--- config.mk ---
export PLATFORM = sky130hd
export DESIGN_NAME = tcce_cursor
export DESIGN_NICKNAME = d
export VERILOG_FILES = /design/src/hw/rtl/tcce_pkg.sv /design/src/hw/rtl/tcce_cursor.sv
export SDC_FILE = /design/constraint.sdc
export NUM_CORES = 1
export LEC_CHECK = 0
export BUFFER_PORTS_ARGS = -buffer_cell sky130_fd_sc_hd__buf_2
export CORE_MARGIN = 3
export CORE_UTILIZATION = 54
export DETAILED_ROUTE_END_ITERATION = 8
export HOLD_SLACK_MARGIN = 0.12
export PLACE_DENSITY = 0.86
export SYNTH_ARGS = -nofsm -noshare
export SYNTH_HDL_FRONTEND = slang
export SYNTH_SLANG_ARGS = --single-unit
export TNS_END_PERCENT = 20
--- constraint.sdc ---
create_clock -name clk -period 4.5 [get_ports clk]
set_input_delay 0 -clock clk [delete_from_list [all_inputs] [get_ports clk]]
set_output_delay 0 -clock clk [all_outputs]
set_load 0.05 [all_outputs]
--- src/hw/rtl/tcce_pkg.sv ---
package tcce_pkg;

	localparam int SCREEN_COLUMNS = 80;
	localparam int SCREEN_ROWS    = 25;
	localparam int CELL_COUNT     = SCREEN_COLUMNS * SCREEN_ROWS;
	localparam int ADDR_W         = $clog2(CELL_COUNT);
	localparam int IDX_W          = 12;
	localparam int CELL_W         = 16;

	localparam logic [CELL_W-1:0] BLANK_SCROLL = 16'h0720;
	localparam logic [CELL_W-1:0] BLANK_CLEAR  = 16'h0700;
	localparam logic [7:0]        DEFAULT_ATTR = 8'h07;
	localparam logic [7:0]        TAB_MASK     = 8'hF8;
	localparam logic [7:0]        TAB_STEP     = 8'd8;

	localparam logic [ADDR_W-1:0] LAST_CELL    = ADDR_W'(CELL_COUNT - 1);
	localparam logic [ADDR_W-1:0] BOTTOM_FIRST = ADDR_W'(CELL_COUNT - SCREEN_COLUMNS);
	localparam logic [ADDR_W-1:0] ROW_STEP     = ADDR_W'(SCREEN_COLUMNS);

	typedef enum logic [1:0] {
		ACT_PUT   = 2'd0,
		ACT_CLEAR = 2'd1,
		ACT_READ  = 2'd2,
		ACT_NONE  = 2'd3
	} action_t;

	localparam logic [7:0] CH_BS    = 8'h08;
	localparam logic [7:0] CH_TAB   = 8'h09;
	localparam logic [7:0] CH_LF    = 8'h0A;
	localparam logic [7:0] CH_CR    = 8'h0D;
	localparam logic [7:0] CH_SPACE = 8'h20;

	typedef struct packed {
		logic              we;
		logic [ADDR_W-1:0] waddr;
		logic [CELL_W-1:0] wdata;
		logic              re;
		logic [ADDR_W-1:0] raddr;
	} mem_req_t;

	typedef struct packed {
		logic clear;
		logic scroll;
	} mv_cmd_t;

	function automatic logic [IDX_W-1:0] cell_index(input logic [4:0] y, input logic [6:0] x);
		logic [IDX_W-1:0] row_base;
		row_base = IDX_W'(32'(y) * SCREEN_COLUMNS);
		return row_base + IDX_W'(x);
	endfunction

endpackage

--- src/hw/rtl/tcce_cursor.sv ---
module tcce_cursor
	import tcce_pkg::*;
(
	input  logic         clk,
	input  logic         arst_n,
	input  logic         put_en,
	input  logic         clear_en,
	input  logic [7:0]   char_code,
	input  logic [7:0]   attr_in,
	output logic [6:0]   cur_x,
	output logic [4:0]   cur_y,
	output logic         need_scroll,
	output mem_req_t     wr_req
);

	logic [6:0] cur_x_q;
	logic [4:0] cur_y_q;
	logic [7:0] nx;
	logic [5:0] ny;
	logic [7:0] x_w;
	logic [5:0] y_w;
	logic       do_write;
	logic [7:0] attr;

	always_comb begin
		attr     = (attr_in == 8'd0) ? DEFAULT_ATTR : attr_in;
		x_w      = {1'b0, cur_x_q};
		y_w      = {1'b0, cur_y_q};
		do_write = 1'b0;
		case (char_code)
			CH_BS: begin
				if (cur_x_q != 7'd0) begin
					x_w = x_w - 8'd1;
				end
			end
			CH_TAB: begin
				x_w = (x_w + TAB_STEP) & TAB_MASK;
			end
			CH_CR: begin
				x_w = 8'd0;
			end
			CH_LF: begin
				x_w = 8'd0;
				y_w = y_w + 6'd1;
			end
			default: begin
				if (char_code >= CH_SPACE) begin
					do_write = 1'b1;
					x_w      = x_w + 8'd1;
				end
			end
		endcase
		nx = x_w;
		ny = y_w;
		if (x_w >= 8'(SCREEN_COLUMNS)) begin
			nx = 8'd0;
			ny = y_w + 6'd1;
		end
		need_scroll = put_en && (ny >= 6'(SCREEN_ROWS));
	end

	always_comb begin
		wr_req       = '0;
		wr_req.we    = put_en && do_write;
		wr_req.waddr = ADDR_W'(cell_index(cur_y_q, cur_x_q));
		wr_req.wdata = {attr, char_code};
	end

	always_ff @(posedge clk or negedge arst_n) begin
		if (!arst_n) begin
			cur_x_q <= 7'd0;
			cur_y_q <= 5'd0;
		end else if (clear_en) begin
			cur_x_q <= 7'd0;
			cur_y_q <= 5'd0;
		end else if (put_en) begin
			cur_x_q <= nx[6:0];
			cur_y_q <= (ny >= 6'(SCREEN_ROWS)) ? 5'(SCREEN_ROWS - 1) : ny[4:0];
		end
	end

	assign cur_x = cur_x_q;
	assign cur_y = cur_y_q;

endmodule

Word-level counts from Yosys, hierarchy flattened
Index checks and enable logic that the tools add are counted.
{"block": "word_totals", "register_bits": 12, "latch_bits": 0, "mem_bits_rw": 0, "mem_bits_ro": 0, "inputBits": 20, "output_inout_bits": 53, "n_memories": 0}
{"block": "classes", "n_addsub": 6, "n_mul": 1, "div_mod_pow": 0, "order_cmp": 3, "n_eq_ne": 4, "n_shift": 0, "mux": 14, "bitwise": 0, "reduce_logical": 7}
{"operator": "$eq A8 B4 Y1 const B", "count": 4}
{"operator": "$mux W8", "count": 3}
{"operator": "$pmux W8 S3", "count": 1}
{"operator": "$mux W7", "count": 3}
{"operator": "$mux W5", "count": 3}
{"operator": "$mux W6", "count": 2}
{"operator": "$add A11 B7 Y11", "count": 1}
{"operator": "$add A7 B1 Y8 const B", "count": 1}
{"operator": "$add A7 B4 Y8 const B", "count": 1}
{"operator": "$ge A8 B6 Y1 const B", "count": 1}
{"operator": "$ge A8 B7 Y1 const B", "count": 1}
{"operator": "$logic_not A8 Y1", "count": 1}
{"operator": "$sub A7 B1 Y8 const B", "count": 1}
{"operator": "$mul A5 B3 Y7 const B", "count": 1}
{"operator": "$reduce_bool A7 Y1", "count": 1}
{"operator": "$add A5 B1 Y6 const B", "count": 1}
{"operator": "$add A6 B1 Y6 const B", "count": 1}
{"operator": "$ge A6 B5 Y1 const B", "count": 1}
{"operator": "$reduce_or A4 Y1", "count": 1}
{"operator": "$logic_and A1 B1 Y1", "count": 2}
{"operator": "$mux W1", "count": 2}
{"operator": "$reduce_bool A2 Y1", "count": 1}
{"operator": "$reduce_or A2 Y1", "count": 1}

Depth between registers and ports, before layout
Gate-level depths: netlist of the first run.
{"block": "logic_depth", "depth_word": 9, "mapped_depth": 12}

Least setup slack after synthesis of the first run
Ideal clock, no wire load.
{"block": "synth_timing", "kind": "reg2out", "from": "register cur_y_q[1] (netlist: cur_y[1])", "to": "output wr_req[38] (netlist bit)", "arrival_time_ns": 3.233, "required_ns": 4.500, "setup_slack_ns": 1.267, "stages_incl_launch_ff": 8, "path_buffers": 0, "path_cell_list": "dfrtp_1 > ha_1 > ha_1 > fa_1 > xnor2_1 > or3b_2 > xor2_1 > xnor2_1"}
{"item": "start: declaration", "line": "tcce_cursor.sv:17", "source": "logic [4:0] cur_y_q;"}
{"item": "start signal: assignment", "line": "tcce_cursor.sv:78", "source": "cur_y_q <= (ny >= 6'(SCREEN_ROWS)) ? 5'(SCREEN_ROWS - 1) : ny[4:0];"}
{"item": "end: declaration", "line": "tcce_cursor.sv:13", "source": "output mem_req_t wr_req"}

Final worst setup path of the first run
{"block": "layout_timing", "from": "register cur_x_q[0] (netlist: cur_x[0])", "to": "output need_scroll"}
{"block": "layout_via", "elab_chain_len": 7}
{"item": "start: declaration", "line": "tcce_cursor.sv:16", "source": "logic [6:0] cur_x_q;"}
{"item": "start signal: assignment", "line": "tcce_cursor.sv:77", "source": "cur_x_q <= nx[6:0];"}
{"item": "$add A7 B1 Y8 (tied with other cells)", "line": "tcce_cursor.sv:49", "source": "x_w = x_w + 8'd1;"}
{"item": "$mux W8 (on tied branches)", "line": "tcce_cursor.sv:47, tcce_cursor.sv:32"}
{"item": "$pmux W8 S3 *", "line": "tcce_cursor.sv:30", "source": "case (char_code)"}
{"item": "$ge A8 B7 Y1 *", "line": "tcce_cursor.sv:55", "source": "if (x_w >= 8'(SCREEN_COLUMNS)) begin"}
{"item": "$mux W6 *", "line": "tcce_cursor.sv:55"}
{"item": "$ge A6 B5 Y1 *", "line": "tcce_cursor.sv:59", "source": "need_scroll = put_en && (ny >= 6'(SCREEN_ROWS));"}
{"item": "$logic_and A1 B1 Y1 *", "line": "tcce_cursor.sv:59"}
{"item": "end: declaration", "line": "tcce_cursor.sv:12", "source": "output logic need_scroll,"}
Every way passes the cells marked *; elsewhere a longest branch is shown, timed or not.

==> qor.yml, run 1 <==
finalInstanceArea_um2: 2158
antenna_found_initial: 0
dieArea_um2: 4398
track_usage_pct: 21.32
worstRegToRegCells: 10
stdcell_count: 339
syn2layout_area_growth_pct: 9.873
maxCapViolCount: 0
cts_hold_buf: 2
placementRows: 21
dp_cells: 334
cts_setup_buffers: 0
ys_ff_latch: 12
drt_iter0_drc: 120
diodes: 0
end_kind: "output port"
start_util_pct: 57.51
worstPathRequired_ns: 4.50
cts_root_buffer: "clkbuf_4"
dp_hpwl_um: 3725
syn_area_um2: 1964
drtPass1Iterations: 4
place.gp.congestion: 0.8993
worstPathCellList: "ha_1 -> nand3_1 -> o21ai_0 -> mux2i_1 -> or4_4 -> o21a_1 -> nor2_1 -> mux2i_1 -> o21ba_2 -> o21a_1 -> buf_2"
drc: 0
synth_ff_type: "dfrtp_1"
fin_skew_ns: 0.003780
ys_types: 62
hold_class: "primary input to flop"
yosysMostFrequentCell: "buf_4"
routed_wl_um: 4543
slew_headroom_pct: 54.48
hold_viol: 0
final.setup.worst_slack_ns: 0.9690
p_leak_nw: 1.100
maxSlewViolCount: 0
netSwitchingFraction_pct: 43.14
coreArea_um2: 3416
status: "finished clean"
setup_viol: 0
p_seq_share_pct: 38.1
die_h_um: 66.32
total_power_mw: 0.2959
cts_buffer_depth: 2
nFillCells: 318
final_nets: 332
critPathLaunchType: "flop"
grt_pass1_wl_um: 7527
comb_power_share_pct: 40.9
vias_per_cell: 5.584
async_reset_ff_share_pct: 100.0
max_freq_ghz: 0.2832
p_sw_mw: 0.1277
grt_max_degree: 26
r2r_slack_ns: 1.30
synth_area_leaders: "dfrtp_1 15%, buf_4 9.6%, ha_1 9.6%, xnor2_1 4.0%, nand3_1 3.8%"
cts_tree: "yes"
pwr-share-clk_pct: 21.0
fin_setup_tns_ns: 0
crit_fanout: 11
peakVddDrop_uv: 123.7
clkSlewWorstSetupHoldPaths_ns: 0.07
hold_path_depth: 2
avgSynthCellArea_um2: 7.644
grt-ovfl-total: 0
drive_gt1_share_pct: 25.60
synth_top_area_share_pct: 15.29
synth_top_cell_by_area: "dfrtp_1"
numCtsBuffers: 3
syn_inst: 257
io_pins: 73
grt_pass1_vias: 1672
drt-wirelength-per-cell_um: 13.40
synth_common_cells: "25 x buf_4, 19 x nand2_1, 15 x ha_1, 15 x nand3_1, 15 x nor2_1"
cts.repair.resized: 0
vias: 1893
cts.sinks: 12
htreeDepth: 1
crit_buf_inv: 1
worst_slew_pin_slew_ns: 0.6804
rsz0062_at_grt: "false"
synth_edf_count: 0
arrival_ns: 3.53
path_class: "flop to output port"
crit_cells: 11
postRouteAntennaNets: 0
dpl-instance-area_um2: 2116
pwr_density_cell_nw_per_um2: 137.1
path_delay_family: "simple AND/OR/NAND/NOR gates"
clk_latency_ns: 0.27
crit_slowest_cell: "or4_4"
synth-seq-area-share_pct: 15.29
max_stage_delay_ns: 0.57
die_w_um: 66.32
synth_warnings: 0
min_period_over_period_pct: 78.47
finalCriticalPeriod_ns: 3.531
place.port_buffers: 60
dp_slack_ns: 1.305
p_int_mw: 0.1682
[cell type report]
class	instances	area, µm²	area share (%)
Multi-Input combinational cell	202	1405	65.10
Inverter	14	52.55	2.435
Clock buffer	3	22.52	1.043
Sequential cell	12	300.3	13.91
Tap cell	46	57.56	2.667
Timing Repair Buffer	62	320.3	14.84
[layer usage]
metal / vias to the layer above / wire [µm] / share of wire (%) / GRT usage, %
met4: 0 / 50 / 1.1 / 6.091
met2: 83 / 2117 / 47 / 34.08
met5: - / 0 / 0 / 0
met3: 5 / 365 / 8.0 / 1.531
li1: 959 / - / - / -
met1: 846 / 2010 / 44 / 30.51
[state kept, by name, indices dropped and copies added, names as in the netlist]
name and flops:
cur_x 7, cur_y 5
[cells by family after synthesis]
family,after synthesis,synth area share (%)
buf+inv,54,15.29
flops,12,15.29
simple gates,96,28.09
compound gates,59,21.15
fa+ha+maj,17,11.59
xor+xnor,13,5.796
mux,5,2.612
other cells,1,0.1909
[placed cells by master, fill, tap and decap left out, types with 4 or more instances in the layout]
master / instances
inv_1: 14
nand2_1: 19
ha_1: 15
mux2i_1: 4
xor2_1: 4
a21oi_1: 14
buf_2: 60
dfrtp_1: 12
o21ai_0: 11
xnor2_1: 9
conb_1: 12
nor2_1: 15
nor2b_1: 5
nand2b_1: 10
nand3_1: 15
o21a_1: 4
[power groups by stage]
stage / registers [mW] / logic, mW / clock network [mW]
6_report: 0.113 / 0.121 / 0.0621
5_1_grt: 0.113 / 0.129 / 0.0704
4_1_cts: 0.113 / 0.121 / 0.0658
3_5_place_dp: 0.115 / 0.119 / 0
3_3_place_gp: 0.115 / 0.119 / 0
2_1_floorplan: 0.119 / 0.102 / 0
[worst paths after layout]
path                                 startpoint                   end
setup / recovery           cur_x[0]$_DFFE_PN0P_           need_scroll
setup reg to reg           cur_x[0]$_DFFE_PN0P_  cur_y[0]$_DFFE_PN0P_
max in group asynchronous                arst_n  cur_x[4]$_DFFE_PN0P_
hold reg to reg            cur_x[3]$_DFFE_PN0P_  cur_x[3]$_DFFE_PN0P_
min in group asynchronous                arst_n  cur_y[4]$_DFFE_PN0P_
hold / removal                           put_en  cur_y[0]$_DFFE_PN0P_
[through the flow]
step,utilization (%),hold slack (ns)
detailed placement,61.94,-0.1125
global placement,61.94,-0.1164
CTS,63.19,0.1276
finish,63.19,0.1371
global route,63.19,0.1513
floorplan,-,-0.2956
No activity file was read; power rests on OpenSTA's default activity.
==> run 2, diff against run 1 <==
--- a/config.mk
+++ b/config.mk
@@ -7,10 +7,10 @@
 export LEC_CHECK = 0
 export BUFFER_PORTS_ARGS = -buffer_cell sky130_fd_sc_hd__buf_2
 export CORE_MARGIN = 3
-export CORE_UTILIZATION = 54
+export CORE_UTILIZATION = 51
 export DETAILED_ROUTE_END_ITERATION = 8
 export HOLD_SLACK_MARGIN = 0.12
-export PLACE_DENSITY = 0.86
+export PLACE_DENSITY = 0.82
 export SYNTH_ARGS = -nofsm -noshare
 export SYNTH_HDL_FRONTEND = slang
 export SYNTH_SLANG_ARGS = --single-unit
==> constraint.sdc (replaced) <==
create_clock -name clk -period 3.7 [get_ports clk]
set_input_delay 0 -clock clk [delete_from_list [all_inputs] [get_ports clk]]
set_output_delay 0 -clock clk [all_outputs]
set_load 0.05 [all_outputs]
==> qor.yml, run 2 (synthesis gave the netlist of run 1 again) <==
dp_hpwl_um: 3672
crit_fanout: 9
max_freq_ghz: 0.3067
io_pins: 73
final_cell_mix: "60 x buf_2, 19 x nand2_1, 15 x nor2_1, 15 x nand3_1, 15 x ha_1"
routed_wl_um: 4519
dp_cells: 335
path_class: "flop to output port"
drt_iter0_drc: 130
place.gp.congestion: 0.9239
cts_tree: "yes"
track_usage_pct: 20.14
antenna_found_initial: 0
drtPass1Iterations: 4
largest_register_ffs: 7
grt_max_degree: 26
finalCriticalPeriod_ns: 3.261
pwr_density_cell_nw_per_um2: 192.5
fin_setup_tns_ns: 0
drive_gt1_share_pct: 26.10
place.port_buffers: 60
end_kind: "output port"
drc: 0
diodes: 0
status: "finished clean"
arrival_ns: 3.26
die_w_um: 68.06
die_h_um: 68.06
cts.sinks: 12
fin_skew_ns: 0.003898
postRouteAntennaNets: 0
coreArea_um2: 3521
stdcell_count: 341
clkSlewWorstSetupHoldPaths_ns: 0.05
clk_latency_ns: 0.24
grt_pass1_vias: 1586
total_power_mw: 0.4233
min_period_over_period_pct: 88.13
htreeDepth: 1
numCtsBuffers: 3
cts_setup_buffers: 0
grt_pass1_wl_um: 7355
placementRows: 21
final_nets: 333
p_leak_nw: 1.120
critPathLaunchType: "flop"
final_common_cell: "buf_2"
worstPathRequired_ns: 3.70
grt-ovfl-total: 0
maxCapViolCount: 0
hold_viol: 0
drt-wirelength-per-cell_um: 13.25
peakVddDrop_uv: 182.8
vias_per_cell: 5.698
dieArea_um2: 4632
maxSlewViolCount: 0
vias: 1943
start_util_pct: 55.79
syn2layout_area_growth_pct: 11.91
slew_headroom_pct: 56.40
setup_viol: 0
cts_buffer_depth: 2
hold_class: "primary input to async pin"
rsz0062_at_grt: "false"
cts_root_buffer: "clkbuf_8"
worst_slew_pin_slew_ns: 0.6517
==> run 2: cell count changes in the layout (fill, tap and decap cells not counted), sizes merged <==
cell and delta:
buf +1, clkbuf +1
==> run 2: metrics by stage <==
stage               instance area (µm²)  util (%)  hold slack (ns)  setup slack [ns]
finish                             2198     62.44           0.1626            0.4392
CTS                                2198     62.44           0.1623            0.4658
floorplan                          2006         -          -0.2956            0.4666
global route                       2198     62.44           0.1793            0.1749
global placement                   2123     60.31          -0.1132            0.7549
detailed placement                 2123     60.31          -0.1127            0.7304
==> run 2: critical path: stages, from the launching register on <==
cell and delay [ns]:
dfrtp_1 0.46, inv_1 0.09, ha_1 0.23, nor4b_2 0.37, nand2_1 0.21, nand3_1 0.14
o211ai_1 0.17, or3_4 0.42, o211a_1 0.14, xnor2_1 0.21, o21ba_2 0.21, o21a_1 0.11
buf_2 0.25
==> run 2: area by class of cell <==
class	count	area, µm²
inverters	14	52.55
well taps	46	57.56
fillers	321	1323
multi-input cells	202	1405
flip-flops and latches	12	300.3
repair buffers	63	327.8
clock buffers	4	55.05
==> run 2: worst paths after layout <==
| check | slack [ns] | end | depth (start not counted) | startpoint |
|---|---|---|---|---|
| max | 0.44 | need_scroll | 12 | cur_x[0]$_DFFE_PN0P_ |
| min | 0.16 | cur_y[2]$_DFFE_PN0P_ | 2 | arst_n |
| max reg2reg | 0.75 | cur_y[0]$_DFFE_PN0P_ | 11 | cur_x[0]$_DFFE_PN0P_ |
| min reg2reg | 0.66 | cur_x[3]$_DFFE_PN0P_ | 2 | cur_x[3]$_DFFE_PN0P_ |
| max in group asynchronous | 3.32 | cur_x[1]$_DFFE_PN0P_ | 2 | arst_n |
| min in group clk | 0.17 | cur_y[0]$_DFFE_PN0P_ | 2 | put_en |
==> run 2: repair_timing <==
item	in CTS	in global routing
endpoints found under the hold margin	20	0
resized for setup	0	0
hold buffers	2	0
==> run 2: power by group <==
| group | internal (mW) | switching (mW) |
|---|---|---|
| logic | 0.0341 | 0.114 |
| registers | 0.133 | 0.00428 |
| clock network | 0.0937 | 0.0443 |
| total | 0.261 | 0.162 |
==> run 2: per-layer routing <==
layer	part of all wire (%)	global-route usage [%]	vias up
met1	44	28.69	881
met4	0.35	4.715	0
li1	-	-	962
met2	45	32.73	98
met3	10	1.806	2
met5	0	0	-
