### src/hw/rtl/tcce_pkg.sv
package tcce_pkg;

	localparam int SCREEN_COLUMNS = 80;
	localparam int SCREEN_ROWS    = 25;
	localparam int CELL_COUNT     = SCREEN_COLUMNS * SCREEN_ROWS;
	localparam int ADDR_W         = $clog2(CELL_COUNT);
	localparam int IDX_W          = 12;
	localparam int CELL_W         = 16;

	localparam logic [CELL_W-1:0] BLANK_SCROLL = 16'h0720;
	localparam logic [CELL_W-1:0] BLANK_CLEAR  = 16'h0700;
	localparam logic [7:0]        DEFAULT_ATTR = 8'h07;
	localparam logic [7:0]        TAB_MASK     = 8'hF8;
	localparam logic [7:0]        TAB_STEP     = 8'd8;

	localparam logic [ADDR_W-1:0] LAST_CELL    = ADDR_W'(CELL_COUNT - 1);
	localparam logic [ADDR_W-1:0] BOTTOM_FIRST = ADDR_W'(CELL_COUNT - SCREEN_COLUMNS);
	localparam logic [ADDR_W-1:0] ROW_STEP     = ADDR_W'(SCREEN_COLUMNS);

	typedef enum logic [1:0] {
		ACT_PUT   = 2'd0,
		ACT_CLEAR = 2'd1,
		ACT_READ  = 2'd2,
		ACT_NONE  = 2'd3
	} action_t;

	localparam logic [7:0] CH_BS    = 8'h08;
	localparam logic [7:0] CH_TAB   = 8'h09;
	localparam logic [7:0] CH_LF    = 8'h0A;
	localparam logic [7:0] CH_CR    = 8'h0D;
	localparam logic [7:0] CH_SPACE = 8'h20;

	typedef struct packed {
		logic              we;
		logic [ADDR_W-1:0] waddr;
		logic [CELL_W-1:0] wdata;
		logic              re;
		logic [ADDR_W-1:0] raddr;
	} mem_req_t;

	typedef struct packed {
		logic clear;
		logic scroll;
	} mv_cmd_t;

	function automatic logic [IDX_W-1:0] cell_index(input logic [4:0] y, input logic [6:0] x);
		logic [IDX_W-1:0] row_base;
		row_base = IDX_W'(32'(y) * SCREEN_COLUMNS);
		return row_base + IDX_W'(x);
	endfunction

endpackage

### src/hw/rtl/tcce_mover.sv
module tcce_mover
	import tcce_pkg::*;
(
	input  logic              clk,
	input  logic              arst_n,
	input  mv_cmd_t           cmd,
	input  logic [CELL_W-1:0] rdata,
	output mem_req_t          req,
	output logic              done
);

	typedef enum logic [3:0] {
		M_IDLE  = 4'b0001,
		M_CLEAR = 4'b0010,
		M_COPY  = 4'b0100,
		M_FILL  = 4'b1000
	} mv_state_t;

	mv_state_t         state_q;
	logic [ADDR_W-1:0] ptr_q;
	logic              rd_end_q;
	logic              cp_vld_s1;
	logic [ADDR_W-1:0] waddr_s1;

	always_ff @(posedge clk or negedge arst_n) begin
		if (!arst_n) begin
			state_q   <= M_CLEAR;
			ptr_q     <= '0;
			rd_end_q  <= 1'b0;
			cp_vld_s1 <= 1'b0;
		end else begin
			cp_vld_s1 <= (state_q == M_COPY) && !rd_end_q;
			unique case (state_q)
				M_IDLE: begin
					if (cmd.clear) begin
						state_q <= M_CLEAR;
						ptr_q   <= '0;
					end else if (cmd.scroll) begin
						state_q  <= M_COPY;
						ptr_q    <= ROW_STEP;
						rd_end_q <= 1'b0;
					end
				end
				M_CLEAR, M_FILL: begin
					if (ptr_q == LAST_CELL) begin
						state_q <= M_IDLE;
					end else begin
						ptr_q <= ptr_q + 1'b1;
					end
				end
				M_COPY: begin
					if (!rd_end_q) begin
						if (ptr_q == LAST_CELL) begin
							rd_end_q <= 1'b1;
						end else begin
							ptr_q <= ptr_q + 1'b1;
						end
					end else if (!cp_vld_s1) begin
						state_q <= M_FILL;
						ptr_q   <= BOTTOM_FIRST;
					end
				end
				default: begin
					state_q <= M_IDLE;
				end
			endcase
		end
	end

	always_ff @(posedge clk) begin
		waddr_s1 <= ptr_q - ROW_STEP;
	end

	always_comb begin
		req  = '0;
		done = 1'b0;
		unique case (state_q)
			M_CLEAR: begin
				req.we    = 1'b1;
				req.waddr = ptr_q;
				req.wdata = BLANK_CLEAR;
				done      = (ptr_q == LAST_CELL);
			end
			M_COPY: begin
				req.re    = !rd_end_q;
				req.raddr = ptr_q;
				req.we    = cp_vld_s1;
				req.waddr = waddr_s1;
				req.wdata = rdata;
			end
			M_FILL: begin
				req.we    = 1'b1;
				req.waddr = ptr_q;
				req.wdata = BLANK_SCROLL;
				done      = (ptr_q == LAST_CELL);
			end
			default: begin
				req = '0;
			end
		endcase
	end

endmodule

### config.mk
export PLATFORM = sky130hd
export DESIGN_NAME = tcce_mover
export DESIGN_NICKNAME = d
export VERILOG_FILES = /design/src/hw/rtl/tcce_pkg.sv /design/src/hw/rtl/tcce_mover.sv
export SDC_FILE = /design/constraint.sdc
export NUM_CORES = 1
export LEC_CHECK = 0
export BUFFER_PORTS_ARGS = -buffer_cell sky130_fd_sc_hd__buf_2
export CORE_MARGIN = 10
export CORE_UTILIZATION = 45
export DETAILED_ROUTE_END_ITERATION = 10
export PLACE_DENSITY = 0.78
export SLEW_MARGIN = 25
export SYNTH_ARGS = -nofsm -noshare
export SYNTH_HDL_FRONTEND = slang
export SYNTH_SLANG_ARGS = --single-unit
### constraint.sdc
create_clock -name clk -period 1.71 [get_ports clk]
set_input_delay 0.342 -clock clk [delete_from_list [all_inputs] [get_ports clk]]
set_output_delay 0.342 -clock clk [all_outputs]
set_load 0.01 [all_outputs]
Word-level counts from Yosys, hierarchy flattened:

Index checks and enable logic that the tools add are counted.
Widths: inputs -> output; s select.

* multiplexer cells: 20
* eq/ne operators: 12
* add/sub/neg operators: 2
* reduce and logical (&&, ||, !) cells: 8

Operators by type and width (count)
* $pmux 28 s3: 1
* $mux 11: 5
* $pmux 11 s3: 1
* $mux 4: 5
* $mux 12: 1
* $pmux 4 s3: 1
* $add 11x1->11 const B: 1
* $eq 11x11->1 const B: 1
* $sub 11x7->11 const B: 1
* $ne 2x2->1 const B: 4
* $ne 3x3->1 const B: 2
* $reduce_and 3->1: 2
* $mux 1: 5
* $eq 4x1->1 const B: 1
* $eq 4x2->1 const B: 1
* $eq 4x3->1 const B: 1
* $eq 4x4->1 const B: 1
* $reduce_and 4->1: 1
* $reduce_bool 3->1: 1
* $ne 2x1->1 const B: 1
* $pmux 1 s2: 1
* $reduce_bool 2->1: 1
* $reduce_or 2->1: 1
* $logic_and 1x1->1: 1
* $logic_not 1->1: 1

* input port bits: 20
* logic and storage cells: 47
* register bits: 28

Longest topological paths before layout:

Gate-level depths: netlist of the first run.

* depth in word-level cells: 4
* gate-level depth with buffers: 7
* depth with buffers taken out: 7

Worst setup path before layout of the first run:

Ideal clock, no wire load.

* path type: register to output
* start: register state_q[1]
* end: output req[28] (netlist name)
* setup slack: -0.183 ns
* arrival time: 1.551 ns
* stages on the path, launching flop included: 6
* cell sequence: dfstp_2 buf_4 xnor2_1 nor3_2 buf_2 a22o_1

RTL lines
* start, declared: line tcce_mover.sv:19 `mv_state_t state_q;`
* start signal, assigned: line tcce_mover.sv:27 `state_q <= M_CLEAR;`
* start signal, assigned: line tcce_mover.sv:36 `state_q <= M_CLEAR;`
* start signal, assigned: line tcce_mover.sv:39 `state_q <= M_COPY;`
* end, declared: line tcce_mover.sv:8 `output mem_req_t req,`

==> results of run 1 <==
[sequential cells by signal (all words and copies together), names as in the netlist]
name	cells
waddr_s1	11
state_q	4
cp_vld_s1	1
rd_end_q	1
ptr_q	11
[kinds of logic (layout without fill, tap and decap cells)]
group / count (synthesis) / after routing
flops: 28 / 28
fa+ha+maj: 4 / 4
mux: 1 / 1
compound gates: 54 / 54
xor+xnor: 10 / 10
buf+inv: 25 / 125
simple gates: 88 / 88
[where the power goes]
part	total, mW	switching [mW]	internal (mW)	leakage, nW
Sequential	0.987	0.134	0.854	0.312
Combinational	2.38	1.17	1.20	1.06
Clock	0.542	0.228	0.314	0.0357
[metrics by stage]
step | setup WS [ps] | area [sq um] | hold slack (ps) | TNS [ps] | utilization
5_1_grt | -398 | 2930 | 335 | -16760 | 0.737
3_3_place_gp | -183 | 2390 | 291 | -2210 | 0.601
2_1_floorplan | -119 | 1900 | 46.4 | -2060 | -
3_5_place_dp | -217 | 2390 | 297 | -3290 | 0.601
4_1_cts | -295 | 2770 | 329 | -12090 | 0.697
6_report | -361 | 2930 | 327 | -13300 | 0.737
[what timing repair did]
action | in CTS | in global routing
gates resized for setup | 40 | 39
cloned | 1 | 0
setup endpoints to repair | 55 | 56
hold buffers | 1 | 0
hold endpoints to repair | 16 | 0
setup buffers | 18 | 1
pin swaps | 16 | 12
[synth_stat cells (2+ instances only)]
master | count | area share
sky130_fd_sc_hd__and2_1 | 21 | 0.072
sky130_fd_sc_hd__nor2_1 | 21 | 0.043
sky130_fd_sc_hd__dfrtp_1 | 16 | 0.22
sky130_fd_sc_hd__nand2_1 | 16 | 0.033
sky130_fd_sc_hd__a22o_1 | 13 | 0.062
sky130_fd_sc_hd__dfxtp_1 | 11 | 0.12
sky130_fd_sc_hd__inv_1 | 11 | 0.023
sky130_fd_sc_hd__o21ai_0 | 10 | 0.027
sky130_fd_sc_hd__xnor2_1 | 8 | 0.038
sky130_fd_sc_hd__nand3_1 | 6 | 0.016
sky130_fd_sc_hd__a21o_1 | 5 | 0.021
sky130_fd_sc_hd__a21oi_1 | 5 | 0.014
sky130_fd_sc_hd__buf_2 | 5 | 0.014
sky130_fd_sc_hd__clkbuf_1 | 5 | 0.010
sky130_fd_sc_hd__ha_1 | 4 | 0.027
sky130_fd_sc_hd__a211oi_1 | 3 | 0.012
sky130_fd_sc_hd__and3_1 | 3 | 0.010
sky130_fd_sc_hd__nor2b_1 | 3 | 0.010
sky130_fd_sc_hd__o31ai_1 | 3 | 0.012
sky130_fd_sc_hd__a22oi_1 | 2 | 0.0082
sky130_fd_sc_hd__buf_6 | 2 | 0.012
sky130_fd_sc_hd__nand3b_1 | 2 | 0.0082
sky130_fd_sc_hd__nor4b_2 | 2 | 0.016
sky130_fd_sc_hd__o21ai_1 | 2 | 0.0055
sky130_fd_sc_hd__xor2_1 | 2 | 0.0096
[path summary, 6_finish.rpt]
path / startpoint / end / slack (ps)
setup / recovery: state_q[3] / req[4] / -360
hold / removal: cmd[1] / state_q[1] / 330
setup reg to reg: state_q[1] / ptr_q[4] / -280
hold reg to reg: ptr_q[3] / waddr_s1[3] / 510
max in group asynchronous: arst_n / state_q[1] / 890
min in group asynchronous: arst_n / cp_vld_s1 / 500
[placed cells by master, fill, tap and decap left out, drive strengths merged, types with 2 or more instances in the layout]
master,instances
buf,109
nor2,21
and2,21
nand2,16
dfrtp,16
a22o,13
o21ai,13
dfxtp,11
inv,11
xnor2,8
nand3,6
a21oi,6
a21o,5
nor4b,4
ha,4
nor2b,3
clkbuf,3
a211oi,3
and3,3
o31ai,3
xor2,2
nand3b,2
a22oi,2
nor3,2
nor4,2
[per-layer routing]
layer | track usage | part of all wire | vias to the layer above
met5 | 0 | 0 | -
met3 | 0.0518 | 0.076 | 13
met1 | 0.206 | 0.40 | 986
met2 | 0.306 | 0.51 | 90
li1 | - | - | 941
met4 | 0.0639 | 0.015 | 0
[final cells by class]
type / instances / area, sq um
clock buffers: 3 / 41.3
clock inverters: 1 / 30.0
fillers: 256 / 1050
inverters: 11 / 41.3
multi-input cells: 157 / 1230
flip-flops and latches: 28 / 651
well taps: 50 / 62.6
repair buffers: 110 / 867
==> impl_table.tex, run 1 <==
\begin{tabular}{lr}
\hline
Metric & Value \\
\hline
\multicolumn{2}{l}{\textbf{Placement}} \\
\quad Cell total after placement & 336 \\
\quad Final weighted congestion of routability-driven global placement & 0.841 \\
\quad Count of port buffers added during placement & 60 \\
\quad Post-DP HPWL & 4180 microns \\
\multicolumn{2}{l}{\textbf{Logic synthesis}} \\
\quad Cell count after synthesis & 210 \\
\quad Fraction of registers with async set or reset after synthesis & 0.607 \\
\quad Number of warnings reported in the yosys synthesis log & 0 \\
\quad Average size of a mapped cell & 8.72 sq um \\
\quad Dominant combinational cell family by area after synthesis & simple AND/OR/NAND/NOR gates \\
\quad Multiplexer share of the synthesized area & 0.00615 \\
\quad Cell area after technology mapping & 1830 sq um \\
\quad Simple-gate share of the synthesized area & 0.279 \\
\quad Number of flops mapped to enable cells by yosys & 0 \\
\quad Xor and xnor fraction of the mapped netlist area & 0.0478 \\
\quad Flop and latch count out of synthesis & 28 \\
\quad Register area share after synthesis & 0.353 \\
\quad Post-synth net total & 234 \\
\quad Post-synthesis share of cell area spent on full adders, half adders and majority gates & 0.0273 \\
\quad Share of the synthesized area in compound gates (AO/OA/AOI/OAI) & 0.221 \\
\quad Synth cell types & 54 \\
\quad Synth Flop Type & sky130\_fd\_sc\_hd\_\_dfrtp\_1 \\
\multicolumn{2}{l}{\textbf{Setup path}} \\
\quad Largest fanout of any net on the critical path & 6 \\
\quad FF-to-FF path depth & 6 \\
\quad Slowest-stage cell, CP & sky130\_fd\_sc\_hd\_\_or4b\_4 \\
\quad Worst EP arrival & 1730 ps \\
\quad Number of logic stages on the critical path including buffering & 4 \\
\quad Critical path's top delay family & simple AND/OR/NAND/NOR gates \\
\quad Critical Path RT & 1370 ps \\
\quad Type of origin of the critical path & flop \\
\quad Endpoint type of the worst setup path & output port \\
\quad List of cells traversed by the critical path & or4b\_4, buf\_8, nor2\_2, buf\_2 \\
\quad Number of buffer and inverter stages on the critical path & 2 \\
\quad Type of the worst setup path & flop to output port \\
\quad Max stage delay on crit path & 570 ps \\
\multicolumn{2}{l}{\textbf{Die}} \\
\quad Width of the die & 83.8 microns \\
\quad Number of cell rows & 23 \\
\quad IO Pins & 61 \\
\quad Die Y & 83.8 microns \\
\quad Initial Util & 0.461 \\
\quad Die outline area & 7020 sq um \\
\quad Core region area & 3970 sq um \\
\multicolumn{2}{l}{\textbf{STA}} \\
\quad Worst clock skew & 3.32 ps \\
\quad Slew @ Worst Pin & 586 ps \\
\quad Setup repair after global routing missed its margin & true \\
\quad Worst relative slew slack & 0.609 \\
\quad Time the final worst path needs with I/O delays and setup & 2070 ps \\
\quad Max Clock Freq & 0.483 GHz \\
\quad Ratio of final minimum period to clock period & 1.21 \\
\quad Smallest setup slack after layout & -361 ps \\
\quad Final hold viol count & 0 \\
\quad Final setup viols & 55 \\
\quad Number of max-slew violations in the final report & 0 \\
\multicolumn{2}{l}{\textbf{Routing}} \\
\quad Antenna Violating Nets Remaining & 0 \\
\quad Count of routing violations after the opening detailed-route iteration & 180 \\
\quad Total number of vias & 2,030 \\
\quad Drt total wl & 6660 microns \\
\quad DRC viols & 0 \\
\quad Via-per-instance ratio & 5.64 \\
\quad Detailed-routing iteration count for the pre-antenna-repair pass & 4 \\
\quad Detailed-route wire length per cell & 18.5 microns \\
\multicolumn{2}{l}{\textbf{Outcome}} \\
\quad Result of the run & finished with violations \\
\quad Failing checks & setup timing \\
\multicolumn{2}{l}{\textbf{Worst hold path}} \\
\quad Worst min-delay path class & input port to flop \\
\quad Instance count along the most critical hold path & 2 \\
\multicolumn{2}{l}{\textbf{Power}} \\
\quad Maximum vdd ir drop & 0.667 mV \\
\quad Leakage & 1.41 nW \\
\quad Power density normalized to cell area & 1340 nW/um\^{}2 \\
\quad PnR Total Power & 3.91 mW \\
\multicolumn{2}{l}{\textbf{Finish}} \\
\quad Count of inserted antenna diode cells & 0 \\
\quad Final std cells w/o fill & 360 \\
\quad Area delta synth->final & 59.8\% \\
\quad Total number of nets in the final design & 335 \\
\quad Share of layout cells above drive strength 1 & 0.516 \\
\multicolumn{2}{l}{\textbf{Clock network}} \\
\quad TritonCTS clock tree & done \\
\quad Latest clock arrival within the worst-skew pair & 290 ps \\
\quad Inserted Clock Buffers & 3 \\
\quad Root Buffer & sky130\_fd\_sc\_hd\_\_clkbuf\_8 \\
\quad \# H-tree levels & 1 \\
\quad Maximum buffer depth of the clock tree & 2 \\
\quad Sink Count & 28 \\
\quad Clock input transition at the sequential cells of the worst setup and hold paths & 100 ps \\
\multicolumn{2}{l}{\textbf{Global routing}} \\
\quad Overall Global Routing Usage & 0.179 \\
\quad Via count of the first global-routing pass & 2,090 \\
\quad Antenna violations before repair & 0 \\
\quad Final global-route overflow total & 0 \\
\quad Wire length of the first global-routing pass & 10,500 microns \\
\quad Maximum number of pins on one net before global-route repair & 18 \\
\multicolumn{2}{l}{\textbf{Job}} \\
\quad Max Cap Violations & 0 \\
\hline
\end{tabular}
(Power assumes the default switching activity.)
==> inputs of run 2 (changes only) <==
Settings changed: BUFFER_PORTS_ARGS -buffer_cell sky130_fd_sc_hd__buf_2 to -buffer_cell sky130_fd_sc_hd__buf_4.
==> run 2 against run 1 <==
- the run still ends with setup timing left
- combinational power hardly changed
- core utilization is 0.76 points lower
- register-to-register slack lost 40 ps
- critical path type unchanged
- non-clock buffer count down 4
- setup slack got worse by 2.1 ps
- count of clock-buffer cells in the layout increased by 1
- die area unchanged
- sequential share of layout area rose by 0.23 points
- maximum frequency shrank 0.10%
- sequential power up 0.7%
- cell count down 1.1%
==> impl_table.tex, run 2 (synthesized netlist as in run 1, its figures left out) <==
\begin{tabular}{lr}
\hline
Metric & Value \\
\hline
\multicolumn{2}{l}{\textbf{STA}} \\
\quad Worst relative slew slack & 0.595 \\
\quad Max Clock Freq & 0.482 GHz \\
\quad Worst clock skew & 7.01 ps \\
\quad Time the final worst path needs with I/O delays and setup & 2070 ps \\
\quad Final hold viol count & 0 \\
\quad Smallest setup slack after layout & -363 ps \\
\quad Slew @ Worst Pin & 607 ps \\
\quad Setup repair after global routing missed its margin & true \\
\quad Number of max-slew violations in the final report & 0 \\
\quad Ratio of final minimum period to clock period & 1.21 \\
\quad Post-route setup TNS & -14,280 ps \\
\quad Final setup viols & 56 \\
\multicolumn{2}{l}{\textbf{Die}} \\
\quad Die Y & 83.8 microns \\
\quad IO Pins & 61 \\
\quad Number of cell rows & 23 \\
\quad Initial Util & 0.461 \\
\quad Core region area & 3970 sq um \\
\quad Width of the die & 83.8 microns \\
\quad Die outline area & 7020 sq um \\
\multicolumn{2}{l}{\textbf{Setup path}} \\
\quad FF-to-FF path depth & 7 \\
\quad Endpoint type of the worst setup path & output port \\
\quad Worst r2r src & state\_q[0] \\
\quad R2r endpoint & ptr\_q[4] \\
\quad Critical Path RT & 1370 ps \\
\quad Reg-to-reg slack, setup & -320 ps \\
\quad Type of origin of the critical path & flop \\
\quad Worst EP arrival & 1730 ps \\
\quad Type of the worst setup path & flop to output port \\
\quad Largest fanout of any net on the critical path & 6 \\
\multicolumn{2}{l}{\textbf{Clock network}} \\
\quad \# H-tree levels & 1 \\
\quad Clock input transition at the sequential cells of the worst setup and hold paths & 100 ps \\
\quad Inserted Clock Buffers & 3 \\
\quad Root Buffer & sky130\_fd\_sc\_hd\_\_clkbuf\_8 \\
\quad TritonCTS clock tree & done \\
\quad Maximum buffer depth of the clock tree & 2 \\
\quad Latest clock arrival within the worst-skew pair & 270 ps \\
\quad Sink Count & 28 \\
\multicolumn{2}{l}{\textbf{Job}} \\
\quad Max Cap Violations & 0 \\
\multicolumn{2}{l}{\textbf{Routing}} \\
\quad Via-per-instance ratio & 5.61 \\
\quad Drt total wl & 6310 microns \\
\quad Antenna Violating Nets Remaining & 0 \\
\quad Total number of vias & 1,996 \\
\quad Count of routing violations after the opening detailed-route iteration & 151 \\
\quad Detailed-route wire length per cell & 17.7 microns \\
\quad Detailed-routing iteration count for the pre-antenna-repair pass & 4 \\
\quad DRC viols & 0 \\
\multicolumn{2}{l}{\textbf{Global routing}} \\
\quad Overall Global Routing Usage & 0.158 \\
\quad Wire length of the first global-routing pass & 9410 microns \\
\quad Via count of the first global-routing pass & 1,900 \\
\quad Maximum number of pins on one net before global-route repair & 31 \\
\quad Final global-route overflow total & 0 \\
\quad Antenna violations before repair & 0 \\
\multicolumn{2}{l}{\textbf{Finish}} \\
\quad Total of fill cells in the finished design & 278 \\
\quad Share of layout cells above drive strength 1 & 0.493 \\
\quad Total number of nets in the final design & 331 \\
\quad Count of inserted antenna diode cells & 0 \\
\quad Commonest non-fill, non-tap cell in the layout & sky130\_fd\_sc\_hd\_\_buf\_4 \\
\quad Commonest non-fill, non-tap cells in the layout & sky130\_fd\_sc\_hd\_\_buf\_4, sky130\_fd\_sc\_hd\_\_nand2\_1, sky130\_fd\_sc\_hd\_\_buf\_6, sky130\_fd\_sc\_hd\_\_nor2\_1, sky130\_fd\_sc\_hd\_\_and2\_1 \\
\quad Largest registers ranked by flip-flop count & ptr\_q x11, waddr\_s1 x11, state\_q x4 \\
\quad Area delta synth->final & 58.2\% \\
\multicolumn{2}{l}{\textbf{Worst hold path}} \\
\quad Source of the worst hold timing path & cmd[1] \\
\quad Worst hold path endpoint & state\_q[1] \\
\quad Instance count along the most critical hold path & 2 \\
\quad Worst min-delay path class & input port to flop \\
\multicolumn{2}{l}{\textbf{Power}} \\
\quad Leakage & 1.37 nW \\
\quad PnR Total Power & 3.77 mW \\
\quad Power density normalized to cell area & 1300 nW/um\^{}2 \\
\quad Maximum vdd ir drop & 0.891 mV \\
\multicolumn{2}{l}{\textbf{Placement}} \\
\quad Final weighted congestion of routability-driven global placement & 0.920 \\
\quad Post-DP HPWL & 4200 microns \\
\quad Count of port buffers added during placement & 60 \\
\multicolumn{2}{l}{\textbf{Outcome}} \\
\quad Result of the run & finished with violations \\
\quad Failing checks & setup timing \\
\hline
\end{tabular}
-- run 2: layout make-up --
| type | instances | area [sq um] | area share |
|---|---|---|---|
| multi-input cells | 157 | 1220 | 0.422 |
| inverters | 11 | 41.3 | 0.0143 |
| flip-flops and latches | 28 | 651 | 0.225 |
| clock buffers | 4 | 45.0 | 0.0156 |
| well taps | 50 | 62.6 | 0.0216 |
| repair buffers | 106 | 875 | 0.302 |
-- run 2: power breakdown --
group          internal (mW)  switching, mW
Clock                  0.167          0.202
Sequential             0.854          0.141
Combinational           1.23           1.18
-- run 2: stage by stage --
step                       util  hold WS [ps]  instances  instance area (sq um)  worst slack, ps
after floorplan               -          46.4        210                   1900             -119
after global placement    0.642           223        338                   2550             -165
after global routing      0.729           318        356                   2900             -405
after detailed placement  0.642           223        338                   2550             -213
final                     0.729           314        356                   2900             -363
after CTS                 0.689           314        349                   2740             -304
-- run 2: repair_timing --
item / CTS / global route
pin swaps: 3 / 6
endpoints found under the hold margin: 16 / 0
gates resized for setup: 22 / 29
setup endpoints to repair: 54 / 56
hold buffers: 1 / 0
buffers inserted: 6 / 7
-- run 2: critical path: stages, from the launching register on --
cell	delay (ps)
sky130_fd_sc_hd__dfrtp_2	470
sky130_fd_sc_hd__or4b_4	600
sky130_fd_sc_hd__buf_8	180
sky130_fd_sc_hd__nor2_4	90
sky130_fd_sc_hd__buf_6	120
-- run 2: worst max path at each step --
stage / end / slack, ps / startpoint
finish: req[10] / -360 / state_q[3]
detailed placement: ptr_q[4] / -210 / state_q[0]
global route: req[10] / -410 / state_q[3]
CTS: req[10] / -300 / state_q[0]
global placement: ptr_q[4] / -170 / state_q[0]
floorplan: ptr_q[4] / -120 / state_q[0]
-- run 2: layer usage --
layer	vias up	GRT usage	part of all wire
li1	931	-	-
met1	947	0.194	0.43
met2	102	0.262	0.48
met3	16	0.0352	0.071
met4	0	0.0548	0.024
met5	-	0	0
==> inputs of run 3 (changes only) <==
Settings changed: CELL_PAD_IN_SITES_DETAIL_PLACEMENT set to 1, CELL_PAD_IN_SITES_GLOBAL_PLACEMENT set to 2, CORE_UTILIZATION 45 to 26, PLACE_DENSITY 0.78 to 0.79, SKIP_LAST_GASP set to 1.
==> run 3 against run 2 <==
- clock skew fell by 4.8 ps
- wire length increased by 16%
- the flow still finishes with violations (setup timing)
- first-iteration DRC count shrank 25%
- largest cell class unchanged
- power increased by 5.6%
- sequential share of layout area fell by 1.6 points
- count of clock-buffer cells in the layout stayed put
- critical path type unchanged
- critical endpoint is now req[33]
- sequential power fell by 2.6%
- setup slack lost 49 ps
- cell count increased by 16%
- register-to-register slack worse by 20 ps
==> impl_table.tex, run 3 (synthesized netlist as in run 1, its figures left out) <==
\begin{tabular}{lr}
\hline
Metric & Value \\
\hline
\multicolumn{2}{l}{\textbf{Worst hold path}} \\
\quad Worst min-delay path class & input port to flop \\
\quad Source of the worst hold timing path & cmd[1] \\
\multicolumn{2}{l}{\textbf{Finish}} \\
\quad Area delta synth->final & 69.9\% \\
\quad Total number of nets in the final design & 342 \\
\quad Commonest non-fill, non-tap cell in the layout & sky130\_fd\_sc\_hd\_\_buf\_4 \\
\quad Commonest non-fill, non-tap cells in the layout & sky130\_fd\_sc\_hd\_\_buf\_4, sky130\_fd\_sc\_hd\_\_buf\_6, sky130\_fd\_sc\_hd\_\_nand2\_1, sky130\_fd\_sc\_hd\_\_and2\_1, sky130\_fd\_sc\_hd\_\_dfrtp\_1 \\
\quad Share of layout cells above drive strength 1 & 0.502 \\
\quad Largest registers ranked by flip-flop count & ptr\_q x11, waddr\_s1 x11, state\_q x4 \\
\quad Util after Layout & 0.455 \\
\quad Final std cells w/o fill & 413 \\
\quad Count of inserted antenna diode cells & 0 \\
\multicolumn{2}{l}{\textbf{Routing}} \\
\quad Total number of vias & 2,015 \\
\quad Count of routing violations after the opening detailed-route iteration & 114 \\
\quad DRC viols & 0 \\
\quad Drt total wl & 7310 microns \\
\quad Detailed-route wire length per cell & 17.7 microns \\
\quad Antenna Violating Nets Remaining & 0 \\
\quad Via-per-instance ratio & 4.88 \\
\quad Detailed-routing iteration count for the pre-antenna-repair pass & 4 \\
\multicolumn{2}{l}{\textbf{Outcome}} \\
\quad Failing checks & setup timing \\
\quad Result of the run & finished with violations \\
\multicolumn{2}{l}{\textbf{STA}} \\
\quad Ratio of final minimum period to clock period & 1.24 \\
\quad Worst clock skew & 2.16 ps \\
\quad Setup repair after global routing missed its margin & true \\
\quad Max Clock Freq & 0.471 GHz \\
\quad Time the final worst path needs with I/O delays and setup & 2120 ps \\
\quad Number of max-slew violations in the final report & 0 \\
\quad Worst relative slew slack & 0.651 \\
\quad Slew @ Worst Pin & 522 ps \\
\quad Final setup viols & 57 \\
\quad Final hold viol count & 0 \\
\quad Smallest setup slack after layout & -411 ps \\
\multicolumn{2}{l}{\textbf{Global routing}} \\
\quad Antenna violations before repair & 0 \\
\quad Highest-utilization routing layer at the global route stage & met2 \\
\quad Via count of the first global-routing pass & 2,111 \\
\quad Final global-route overflow total & 0 \\
\quad Maximum number of pins on one net before global-route repair & 18 \\
\quad Met2 routing resource usage after global routing & 0.207 \\
\quad Met1 routing resource usage after global routing & 0.167 \\
\quad Global routing usage on met3 & 0.0223 \\
\quad Wire length of the first global-routing pass & 11,500 microns \\
\quad Overall Global Routing Usage & 0.126 \\
\multicolumn{2}{l}{\textbf{Placement}} \\
\quad Cell total after placement & 391 \\
\quad Final weighted congestion of routability-driven global placement & 0.792 \\
\quad Post-DP HPWL & 5070 microns \\
\quad Count of port buffers added during placement & 60 \\
\multicolumn{2}{l}{\textbf{Setup path}} \\
\quad R2r endpoint & state\_q[3] \\
\quad Type of the worst setup path & flop to output port \\
\quad Max stage delay on crit path & 420 ps \\
\quad Reg-to-reg slack, setup & -340 ps \\
\quad Critical Path RT & 1370 ps \\
\quad End point of the critical path & req[33] \\
\quad Top cell by count, worst path & sky130\_fd\_sc\_hd\_\_buf\_6 \\
\quad Slowest-stage cell, CP & sky130\_fd\_sc\_hd\_\_dfstp\_2 \\
\quad Critical path's top delay family & buffers and inverters \\
\quad Type of origin of the critical path & flop \\
\quad Number of logic stages on the critical path including buffering & 6 \\
\quad List of cells traversed by the critical path & buf\_6, nor4b\_4, buf\_6, buf\_12, a22o\_1, buf\_4 \\
\quad Worst EP arrival & 1780 ps \\
\quad Endpoint type of the worst setup path & output port \\
\quad Largest fanout of any net on the critical path & 9 \\
\quad Timing startpoint of the critical path & state\_q[1] \\
\quad FF-to-FF path depth & 9 \\
\quad Worst r2r src & state\_q[1] \\
\quad Number of buffer and inverter stages on the critical path & 4 \\
\multicolumn{2}{l}{\textbf{Clock network}} \\
\quad \# H-tree levels & 1 \\
\quad Clock input transition at the sequential cells of the worst setup and hold paths & 110 ps \\
\quad Root Buffer & sky130\_fd\_sc\_hd\_\_clkbuf\_8 \\
\quad Latest clock arrival within the worst-skew pair & 280 ps \\
\quad Inserted Clock Buffers & 3 \\
\quad TritonCTS clock tree & done \\
\quad Sink Count & 28 \\
\quad Maximum buffer depth of the clock tree & 2 \\
\multicolumn{2}{l}{\textbf{Power}} \\
\quad Maximum vdd ir drop & 0.502 mV \\
\quad Leakage & 1.45 nW \\
\quad Power density normalized to cell area & 1280 nW/um\^{}2 \\
\multicolumn{2}{l}{\textbf{Job}} \\
\quad Max Cap Violations & 0 \\
\multicolumn{2}{l}{\textbf{Die}} \\
\quad Die Y & 104 microns \\
\quad Core region area & 6830 sq um \\
\quad Initial Util & 0.268 \\
\quad Width of the die & 104 microns \\
\quad Die outline area & 10,800 sq um \\
\quad IO Pins & 61 \\
\quad Number of cell rows & 30 \\
\hline
\end{tabular}
==> run 3: stage by stage <==
step / hold slack (ps) / setup TNS [ps] / instance area (sq um) / setup slack, ps / total power [mW]
global placement: 231 / -5590 / 2690 / -180 / 2.97
floorplan: 46.4 / -2060 / 1900 / -119 / 2.16
CTS: 360 / -14880 / 3020 / -379 / 3.84
detailed placement: 236 / -7180 / 2690 / -234 / 3.01
global route: 377 / -23160 / 3110 / -501 / 4.24
finish: 383 / -18470 / 3110 / -411 / 3.98
==> run 3: how the worst min path moves through the flow <==
stage | slack [ps] | depth (start not counted) | to
4_1_cts | 360 | 4 | state_q[0]
3_5_place_dp | 240 | 1 | state_q[0]
5_1_grt | 380 | 2 | state_q[1]
2_1_floorplan | 50 | 0 | cp_vld_s1
3_3_place_gp | 230 | 1 | state_q[3]
6_report | 380 | 2 | state_q[1]
==> run 3: worst reg2reg max path: stages, from the launching register on <==
cell and delay [ps]:
sky130_fd_sc_hd__dfstp_2 420, sky130_fd_sc_hd__buf_6 130, sky130_fd_sc_hd__buf_4 130, sky130_fd_sc_hd__buf_6 110, sky130_fd_sc_hd__buf_6 110, sky130_fd_sc_hd__nor4b_2 360, sky130_fd_sc_hd__and2_1 230, sky130_fd_sc_hd__a221o_1 200
sky130_fd_sc_hd__nor2_1 80, sky130_fd_sc_hd__o22a_1 190
==> run 3: timing repair <==
item                                    4_1_cts  5_1_grt
resized for setup                            36       13
gates cloned                                  1        1
setup buffers                                15        2
endpoints found under the hold margin        16        0
endpoints found under the setup margin       55       57
pin swaps                                    10        6
hold buffers                                  1        0
==> run 3: power by group <==
part / internal (mW) / switching [mW]
clock: 0.207 / 0.231
combinational: 1.34 / 1.23
sequential: 0.851 / 0.117
==> run 3: final cells by class <==
type                       count  area [sq um]
sequential                    28           649
fill                         802          3720
inverter                      11          41.3
multi-input combinational    157          1210
tap                           96           120
timing repair buffer         117          1030
clock buffer                   4          55.1
==> run 3: per-layer routing <==
metal,vias up,share of wire
li1,952,-
met5,-,0
met4,0,0.0079
met1,1003,0.46
met2,56,0.49
met3,4,0.043
